**config.mk**
```make
export PLATFORM = sky130hd
export DESIGN_NAME = kt2d_ctrl
export DESIGN_NICKNAME = d
export VERILOG_FILES = /design/src/design/kt2d_pkg.sv /design/src/design/kt2d_ctrl.sv
export SDC_FILE = /design/constraint.sdc
export NUM_CORES = 1
export LEC_CHECK = 0
export ABC_AREA = 1
export BUFFER_PORTS_ARGS = -buffer_cell sky130_fd_sc_hd__buf_2
export CORE_AREA = 2 2 39 41
export CTS_BUF_LIST = sky130_fd_sc_hd__clkbuf_16
export DETAILED_ROUTE_END_ITERATION = 8
export DIE_AREA = 0 0 41 43
export GPL_TIMING_DRIVEN = 1
export PLACE_DENSITY_LB_ADDON = 0.15
export SYNTH_ARGS = -nofsm -noshare
export SYNTH_HDL_FRONTEND = slang
export SYNTH_SLANG_ARGS = --single-unit
```
**constraint.sdc**
```tcl
create_clock -name clk_i -period 3.6 [get_ports clk_i]
set_input_delay 0.36 -clock clk_i [delete_from_list [all_inputs] [get_ports clk_i]]
set_output_delay 0.36 -clock clk_i [all_outputs]
set_load 0.02 [all_outputs]
```
**src/design/kt2d_pkg.sv**
```systemverilog
// Package for the 2-D constant-velocity Kalman tracker.
// Holds Q16.16 arithmetic helpers, datapath opcodes and controller state types.
// No dependencies.
`default_nettype none
package kt2d_pkg;

  localparam int DW = 32;
  localparam int FB = 16;
  localparam logic signed [DW-1:0] VMAX = {1'b0, {(DW-1){1'b1}}};
  localparam logic signed [DW-1:0] VMIN = {1'b1, {(DW-1){1'b0}}};
  localparam logic signed [DW-1:0] ONE  = DW'(1) << FB;

  // register addresses (byte address / 4)
  localparam logic [1:0] REG_PNOISE = 2'd0;
  localparam logic [1:0] REG_MNOISE = 2'd1;
  localparam logic [1:0] REG_IVAR   = 2'd2;

  // shared multiplier modes
  localparam logic [1:0] MODE_DET  = 2'd0;
  localparam logic [1:0] MODE_GAIN = 2'd1;
  localparam logic [1:0] MODE_UPD  = 2'd2;

  // controller states
  typedef enum logic [3:0] {
    ST_IDLE,
    ST_PRED,
    ST_DET,
    ST_DIV,
    ST_GAIN,
    ST_UPD,
    ST_OUT
  } state_e;

  // datapath commands from controller
  typedef struct packed {
    logic       load;     // capture input beat, do restart, predict
    logic       det_go;   // run determinant products
    logic       div_go;   // start one division
    logic [1:0] div_idx;
    logic       gain_go;  // compute gain entries
    logic       upd_go;   // compute update
    logic       commit;   // write back state and covariance
  } cmd_t;

  typedef struct packed {
    logic sing;
    logic div_busy;
    logic mac_done;
  } stat_t;

  function automatic logic signed [DW-1:0] sat(input logic signed [DW+1:0] v);
    if (v > (DW+2)'(VMAX)) return VMAX;
    if (v < (DW+2)'(VMIN)) return VMIN;
    return v[DW-1:0];
  endfunction

  function automatic logic signed [DW-1:0] sadd(input logic signed [DW-1:0] a,
                                                 input logic signed [DW-1:0] b);
    return sat((DW+2)'(a) + (DW+2)'(b));
  endfunction

  function automatic logic signed [DW-1:0] ssub(input logic signed [DW-1:0] a,
                                                 input logic signed [DW-1:0] b);
    return sat((DW+2)'(a) - (DW+2)'(b));
  endfunction

  function automatic logic signed [DW-1:0] sneg(input logic signed [DW-1:0] a);
    return (a == VMIN) ? VMAX : -a;
  endfunction

  // floor shift then saturate of a full product
  function automatic logic signed [DW-1:0] mscale(input logic signed [2*DW-1:0] p);
    logic signed [2*DW-1:0] s;
    s = p >>> FB;
    if (s > (2*DW)'(VMAX)) return VMAX;
    if (s < (2*DW)'(VMIN)) return VMIN;
    return s[DW-1:0];
  endfunction

endpackage
`default_nettype wire

```
**src/design/kt2d_ctrl.sv**
```systemverilog
// Step sequencer: predict, determinant, four divisions, gain, update, output; a singular determinant goes to output.
// Depends on kt2d_pkg.
`default_nettype none
module kt2d_ctrl (
  input  wire logic            clk_i,
  input  wire logic            rst_ni,
  input  wire logic            in_fire_i,
  input  wire logic            out_fire_i,
  input  wire kt2d_pkg::stat_t stat_i,
  output kt2d_pkg::cmd_t       cmd_o,
  output logic                 in_ready_o,
  output logic                 out_valid_o
);
  import kt2d_pkg::*;

  state_e     state_q, state_d;
  logic [1:0] dix_q, dix_d;
  logic       go_q, go_d;

  always_comb begin
    state_d = state_q; dix_d = dix_q; go_d = 1'b0;
    case (state_q)
      ST_IDLE: if (in_fire_i) state_d = ST_PRED;
      ST_PRED: begin state_d = ST_DET; go_d = 1'b1; end
      ST_DET: if (!go_q && stat_i.mac_done) begin
        if (stat_i.sing) state_d = ST_OUT;
        else begin state_d = ST_DIV; dix_d = '0; go_d = 1'b1; end
      end
      ST_DIV: if (!go_q && !stat_i.div_busy) begin
        go_d = 1'b1;
        if (dix_q == 2'd3) state_d = ST_GAIN;
        else dix_d = dix_q + 2'd1;
      end
      ST_GAIN: if (!go_q && stat_i.mac_done) begin state_d = ST_UPD; go_d = 1'b1; end
      ST_UPD: if (!go_q && stat_i.mac_done) state_d = ST_OUT;
      ST_OUT: if (out_fire_i) state_d = ST_IDLE;
      default: state_d = ST_IDLE;
    endcase
  end

  always_ff @(posedge clk_i or negedge rst_ni) begin
    if (!rst_ni) begin
      state_q <= ST_IDLE; dix_q <= '0; go_q <= 1'b0;
    end else begin
      state_q <= state_d; dix_q <= dix_d; go_q <= go_d;
    end
  end

  logic commit_q;
  always_ff @(posedge clk_i or negedge rst_ni) begin
    if (!rst_ni) commit_q <= 1'b0;
    else commit_q <= (state_q != ST_OUT) && (state_d == ST_OUT);
  end

  always_comb begin
    cmd_o = '0;
    cmd_o.load    = in_fire_i;
    cmd_o.det_go  = (state_q == ST_DET) && go_q;
    cmd_o.div_go  = (state_q == ST_DIV) && go_q;
    cmd_o.div_idx = dix_q;
    cmd_o.gain_go = (state_q == ST_GAIN) && go_q;
    cmd_o.upd_go  = (state_q == ST_UPD) && go_q;
    cmd_o.commit  = (state_q != ST_OUT) && (state_d == ST_OUT);
    in_ready_o    = (state_q == ST_IDLE);
    out_valid_o   = (state_q == ST_OUT) && !commit_q;
  end
endmodule
`default_nettype wire

```
# Word level (Yosys, flattened, before mapping)
# Index checks and enable logic that the tools add are counted.
[classes] reduce_logical=14 eq_ne=13 add_sub_neg=1 n_mux=19
[ops] cell="4-bit two-way mux" n=7
[ops] cell="4-bit case mux with 7 select lines" n=1
[ops] cell="4-bit by 3-bit equality test with 1-bit output, second input constant" n=4
[ops] cell="4-bit by 2-bit equality test with 1-bit output, second input constant" n=2
[ops] cell="1-bit logical AND" n=8
[ops] cell="2-bit two-way mux" n=4
[ops] cell="2-bit != test, second input constant" n=4
[ops] cell="5-bit AND reduction" n=1
[ops] cell="4-bit by 1-bit equality test with 1-bit output, second input constant" n=1
[ops] cell="4-bit logical NOT" n=1
[ops] cell="1-bit two-way mux" n=4
[ops] cell="4-bit by 3-bit != test with 1-bit output, second input constant" n=1
[ops] cell="1-bit case mux with 4 select lines" n=1
[ops] cell="2-bit case mux with 2 select lines" n=1
[ops] cell="1-bit logical NOT" n=3
[ops] cell="3-bit two-way mux" n=1
[ops] cell="2-bit by 1-bit adder with 2-bit output, second input constant" n=1
[ops] cell="2-bit equality test, second input constant" n=1
[ops] cell="2-bit nonzero test" n=1
[totals] elab_cells=51 inputBits=7 regBits=8 output_inout_bits=10

# Longest topological paths before layout
[logic_depth] word_depth=6 ltp_mapped=8 depth_no_buf=8

# Least setup slack after synthesis
# No wires, ideal clock.
[synth_path] path_kind="flip-flop to output port" from="register dix_q[0]" to="output cmd_o[0] (netlist bit)" required_time_ps=3240 path_slack_ps=1883 t_arrival_ps=1357 path_stages_with_launch=8 cell_sequence="dfrtp_1 > ha_1 > nand2_1 > nand2_1 > nand3_1 > nor2_1 > nand2_1 > nor2_1"
[synth_lines] element="start: declaration" line_no="kt2d_ctrl.sv:17" text="logic [1:0] dix_q, dix_d;"
[synth_lines] element="start signal: assignment" line_no="kt2d_ctrl.sv:45" text="state_q <= state_d; dix_q <= dix_d; go_q <= go_d;"
[synth_lines] element="end: declaration" line_no="kt2d_ctrl.sv:10" text="output kt2d_pkg::cmd_t cmd_o,"

==> reports/results.txt <==
Slowest cell on the critical path -> dfrtp_1
Seq/Total Area, Yosys -> 38.6%
Syn avg cell area -> 6.83 um2
Pin count of the biggest net entering global routing -> 9
Syn Nets -> 84
FF+latch count, synth -> 8
Die height -> 43 um
Initial drt markers -> 10
Sw power -> 102 uW
Layout filler cell count -> 142
Pwr/cell area -> 534 nW/um2
Crit path required time -> 3.24 ns
Synth-to-Final Area Change -> 34.2%
Slack of the critical path -> 1.69 ns
Final std cells w/o fill -> 111
Fin nets -> 105
Clock latency on the worst-skew pair -> 0.23 ns
Synth Area in Compound Gates -> 1.93%
H-tree depth -> 1
Cell with the most instances after synthesis -> nand2_1
Antenna violations before repair -> 0
Io pins -> 17
Pins over their slew limit -> 0
Syn Inst Count -> 76
Max VDD drop -> 0.000338 V
Combinational family with the most area after synthesis -> simple AND/OR/NAND/NOR gates
Total number of yosys warnings -> 0
Vias after detailed routing -> 531
Placed instance count -> 107
Post-route minimum period -> 1.91 ns
Post-Syn Area -> 519 um2
Wirelength per Cell -> 10.4 um
Int Power -> 270 uW
GP Congestion -> 0.791
DRC violations left -> 0
Top post-synthesis cells by area -> dfrtp_1 (39%), nand2_1 (14%), nor2_1 (10%)
Full die area -> 1760 um2
Max-Cap Viols -> 0
TNS Setup -> 0 ns
Clock-pin slew on the worst setup and hold paths -> 0.04 ns
Clock Tree Root -> clkbuf_16
Core box area -> 1380 um2
Die X -> 41 um
Crit-path cells -> ha_1, nand2_1, nand2_1, nand3_1, nor2_1, nand2_1, nor2_1, buf_2
Mux share of post-synthesis cell area -> 0%
1st-pass router iterations -> 4
DR vias/cell -> 4.78
Simple-gate portion of the synthesized area -> 48.4%
Post-route ant nets -> 0
Main synth FF type -> dfrtp_1
Final hold vios -> 0
Diodes inserted -> 0
Sequential Power Share -> 31.0%
DP HPWL -> 882 um
CP max stage delay -> 0.38 ns
Dpl ws -> 1.88 ns
Final setup vio count -> 0
Post-Synth Adder-Cell Area -> 2.41%
LEAKAGE -> 0.382 nW
Status -> finished clean
CTS tree -> built
Resized Gates After CTS -> 0
Number of synthesized flops with an enable pin -> 0
Post-synth top cells -> nand2_1 (19), nor2_1 (14), nand3_1 (9)
Port Buffers -> 16
Comb pwr share -> 19.0%
Sw frac -> 27.5%
Ratio of cells with drive above 1 in the final layout -> 27.4%
WP data arrival -> 1.55 ns
Fmax -> 0.525 GHz
Distinct cell type count of the synthesized netlist -> 18
HP Class -> input pin to flip-flop
Total gr overflow -> 0
Leading area contributor after synthesis -> dfrtp_1
CP max FO -> 4
Clock power share -> 50.0%
XOR/XNOR Fraction of Synth Area -> 0%
Crit path top cell by count -> nand2_1
Overall Global Routing Usage -> 16.9%
First-pass GRT wire length -> 1.99 mm
Fin Hold WS -> 0.461 ns
Worst Setup Path Type -> flip-flop to output port
Clock tree sinks -> 8
Crit. End Element -> output port
RSZ-0062 raised after global routing -> no
Starting density of the core -> 37.5%
CTS Buf Count -> 3
Row count -> 14
Ys async rst share -> 100%
Total Power -> 372 uW
Crit path launch type -> flip-flop
Share of the synthesized area in the top cell type -> 38.6%
WL final -> 1.16 mm
Period Utilization, post-route -> 52.9%
Clock Path Buffers -> 2
Clock Skews -> 0.00230 ns
Vias in the first global route -> 507
[cells in the final DEF (no fill, tap or decap), drive strengths merged]
master / netlist / layout
nand2: 22 / 22
nor2: 17 / 17
buf: 1 / 16
nand3: 9 / 9
inv: 9 / 9
dfrtp: 8 / 8
nor3: 3 / 3
clkbuf: 0 / 3
nand4: 2 / 2
o21ai: 2 / 2
nand3b: 1 / 1
ha: 1 / 1
dlygate4sd3: 0 / 1
conb: 1 / 1
[area by class of cell]
type	count	area, um2	area share [%]
Inverter	9	33.8	4.85
Sequential cell	8	200	28.7
Tap cell	16	20.0	2.87
Timing Repair Buffer	17	90.1	12.9
Clock buffer	3	75.1	10.8
Multi-Input combinational cell	58	278	39.9
[power by group through the flow]
stage	combinational (mW)	sequential [mW]	clock [mW]
3_5_place_dp	0.0702	0.116	0
2_1_floorplan	0.0421	0.122	0
3_3_place_gp	0.0705	0.115	0
6_report	0.0708	0.115	0.186
5_1_grt	0.0825	0.117	0.193
4_1_cts	0.0720	0.115	0.188
[sequential cells by signal, indices dropped and copies added (netlist names)]
| signal | flops |
|---|---|
| commit_q | 1 |
| dix_q | 2 |
| go_q | 1 |
| state_q | 4 |
[worst max-delay path: cells and delay by family (launching register included)]
kind | cells | cell delay (ns)
adder cells (fa/ha/maj) | 1 | 0.20
buffers and inverters | 1 | 0.18
flip-flops | 1 | 0.38
AND/OR/NAND/NOR | 6 | 0.55
[through the flow]
step	util (%)	cell area, um2
after floorplan	-	519
after global placement	44.2	612
after detailed placement	44.2	612
after CTS	50.4	697
after global routing	50.4	697
final	50.4	697
[path summary, 6_finish.rpt]
| path | startpoint | endpoint | slack, ns | cells after the start |
|---|---|---|---|---|
| worst max-delay path | dix_q[0] | cmd_o[0] | 1.69 | 8 |
| worst min-delay path | stat_i[1] | go_q | 0.46 | 4 |
| worst max register to register | state_q[2] | dix_q[0] | 2.34 | 8 |
| worst min register to register | dix_q[0] | dix_q[0] | 0.51 | 1 |
| max in group asynchronous | rst_ni | go_q | 2.92 | 2 |
| min in group asynchronous | rst_ni | state_q[1] | 0.51 | 2 |
[kinds of logic after synthesis]
| logic type | count (synthesis) |
|---|---|
| compound gates | 2 |
| fa+ha+maj | 1 |
| buf+inv | 10 |
| flops | 8 |
| other cells | 1 |
| simple gates | 54 |
[per-layer routing]
layer	vias up	track usage [%]	wire length [um]
li1	280	-	-
met3	4	3.14	39
met1	237	21.5	546
met2	10	25.3	545
met4	0	10.0	24
met5	-	0	0
[timing repair]
| item | CTS | global route |
|---|---|---|
| buffers inserted | 0 | 0 |
| hold buffers | 1 | 0 |
| hold endpoints to repair | 8 | 0 |
(Power assumes the default switching activity.)
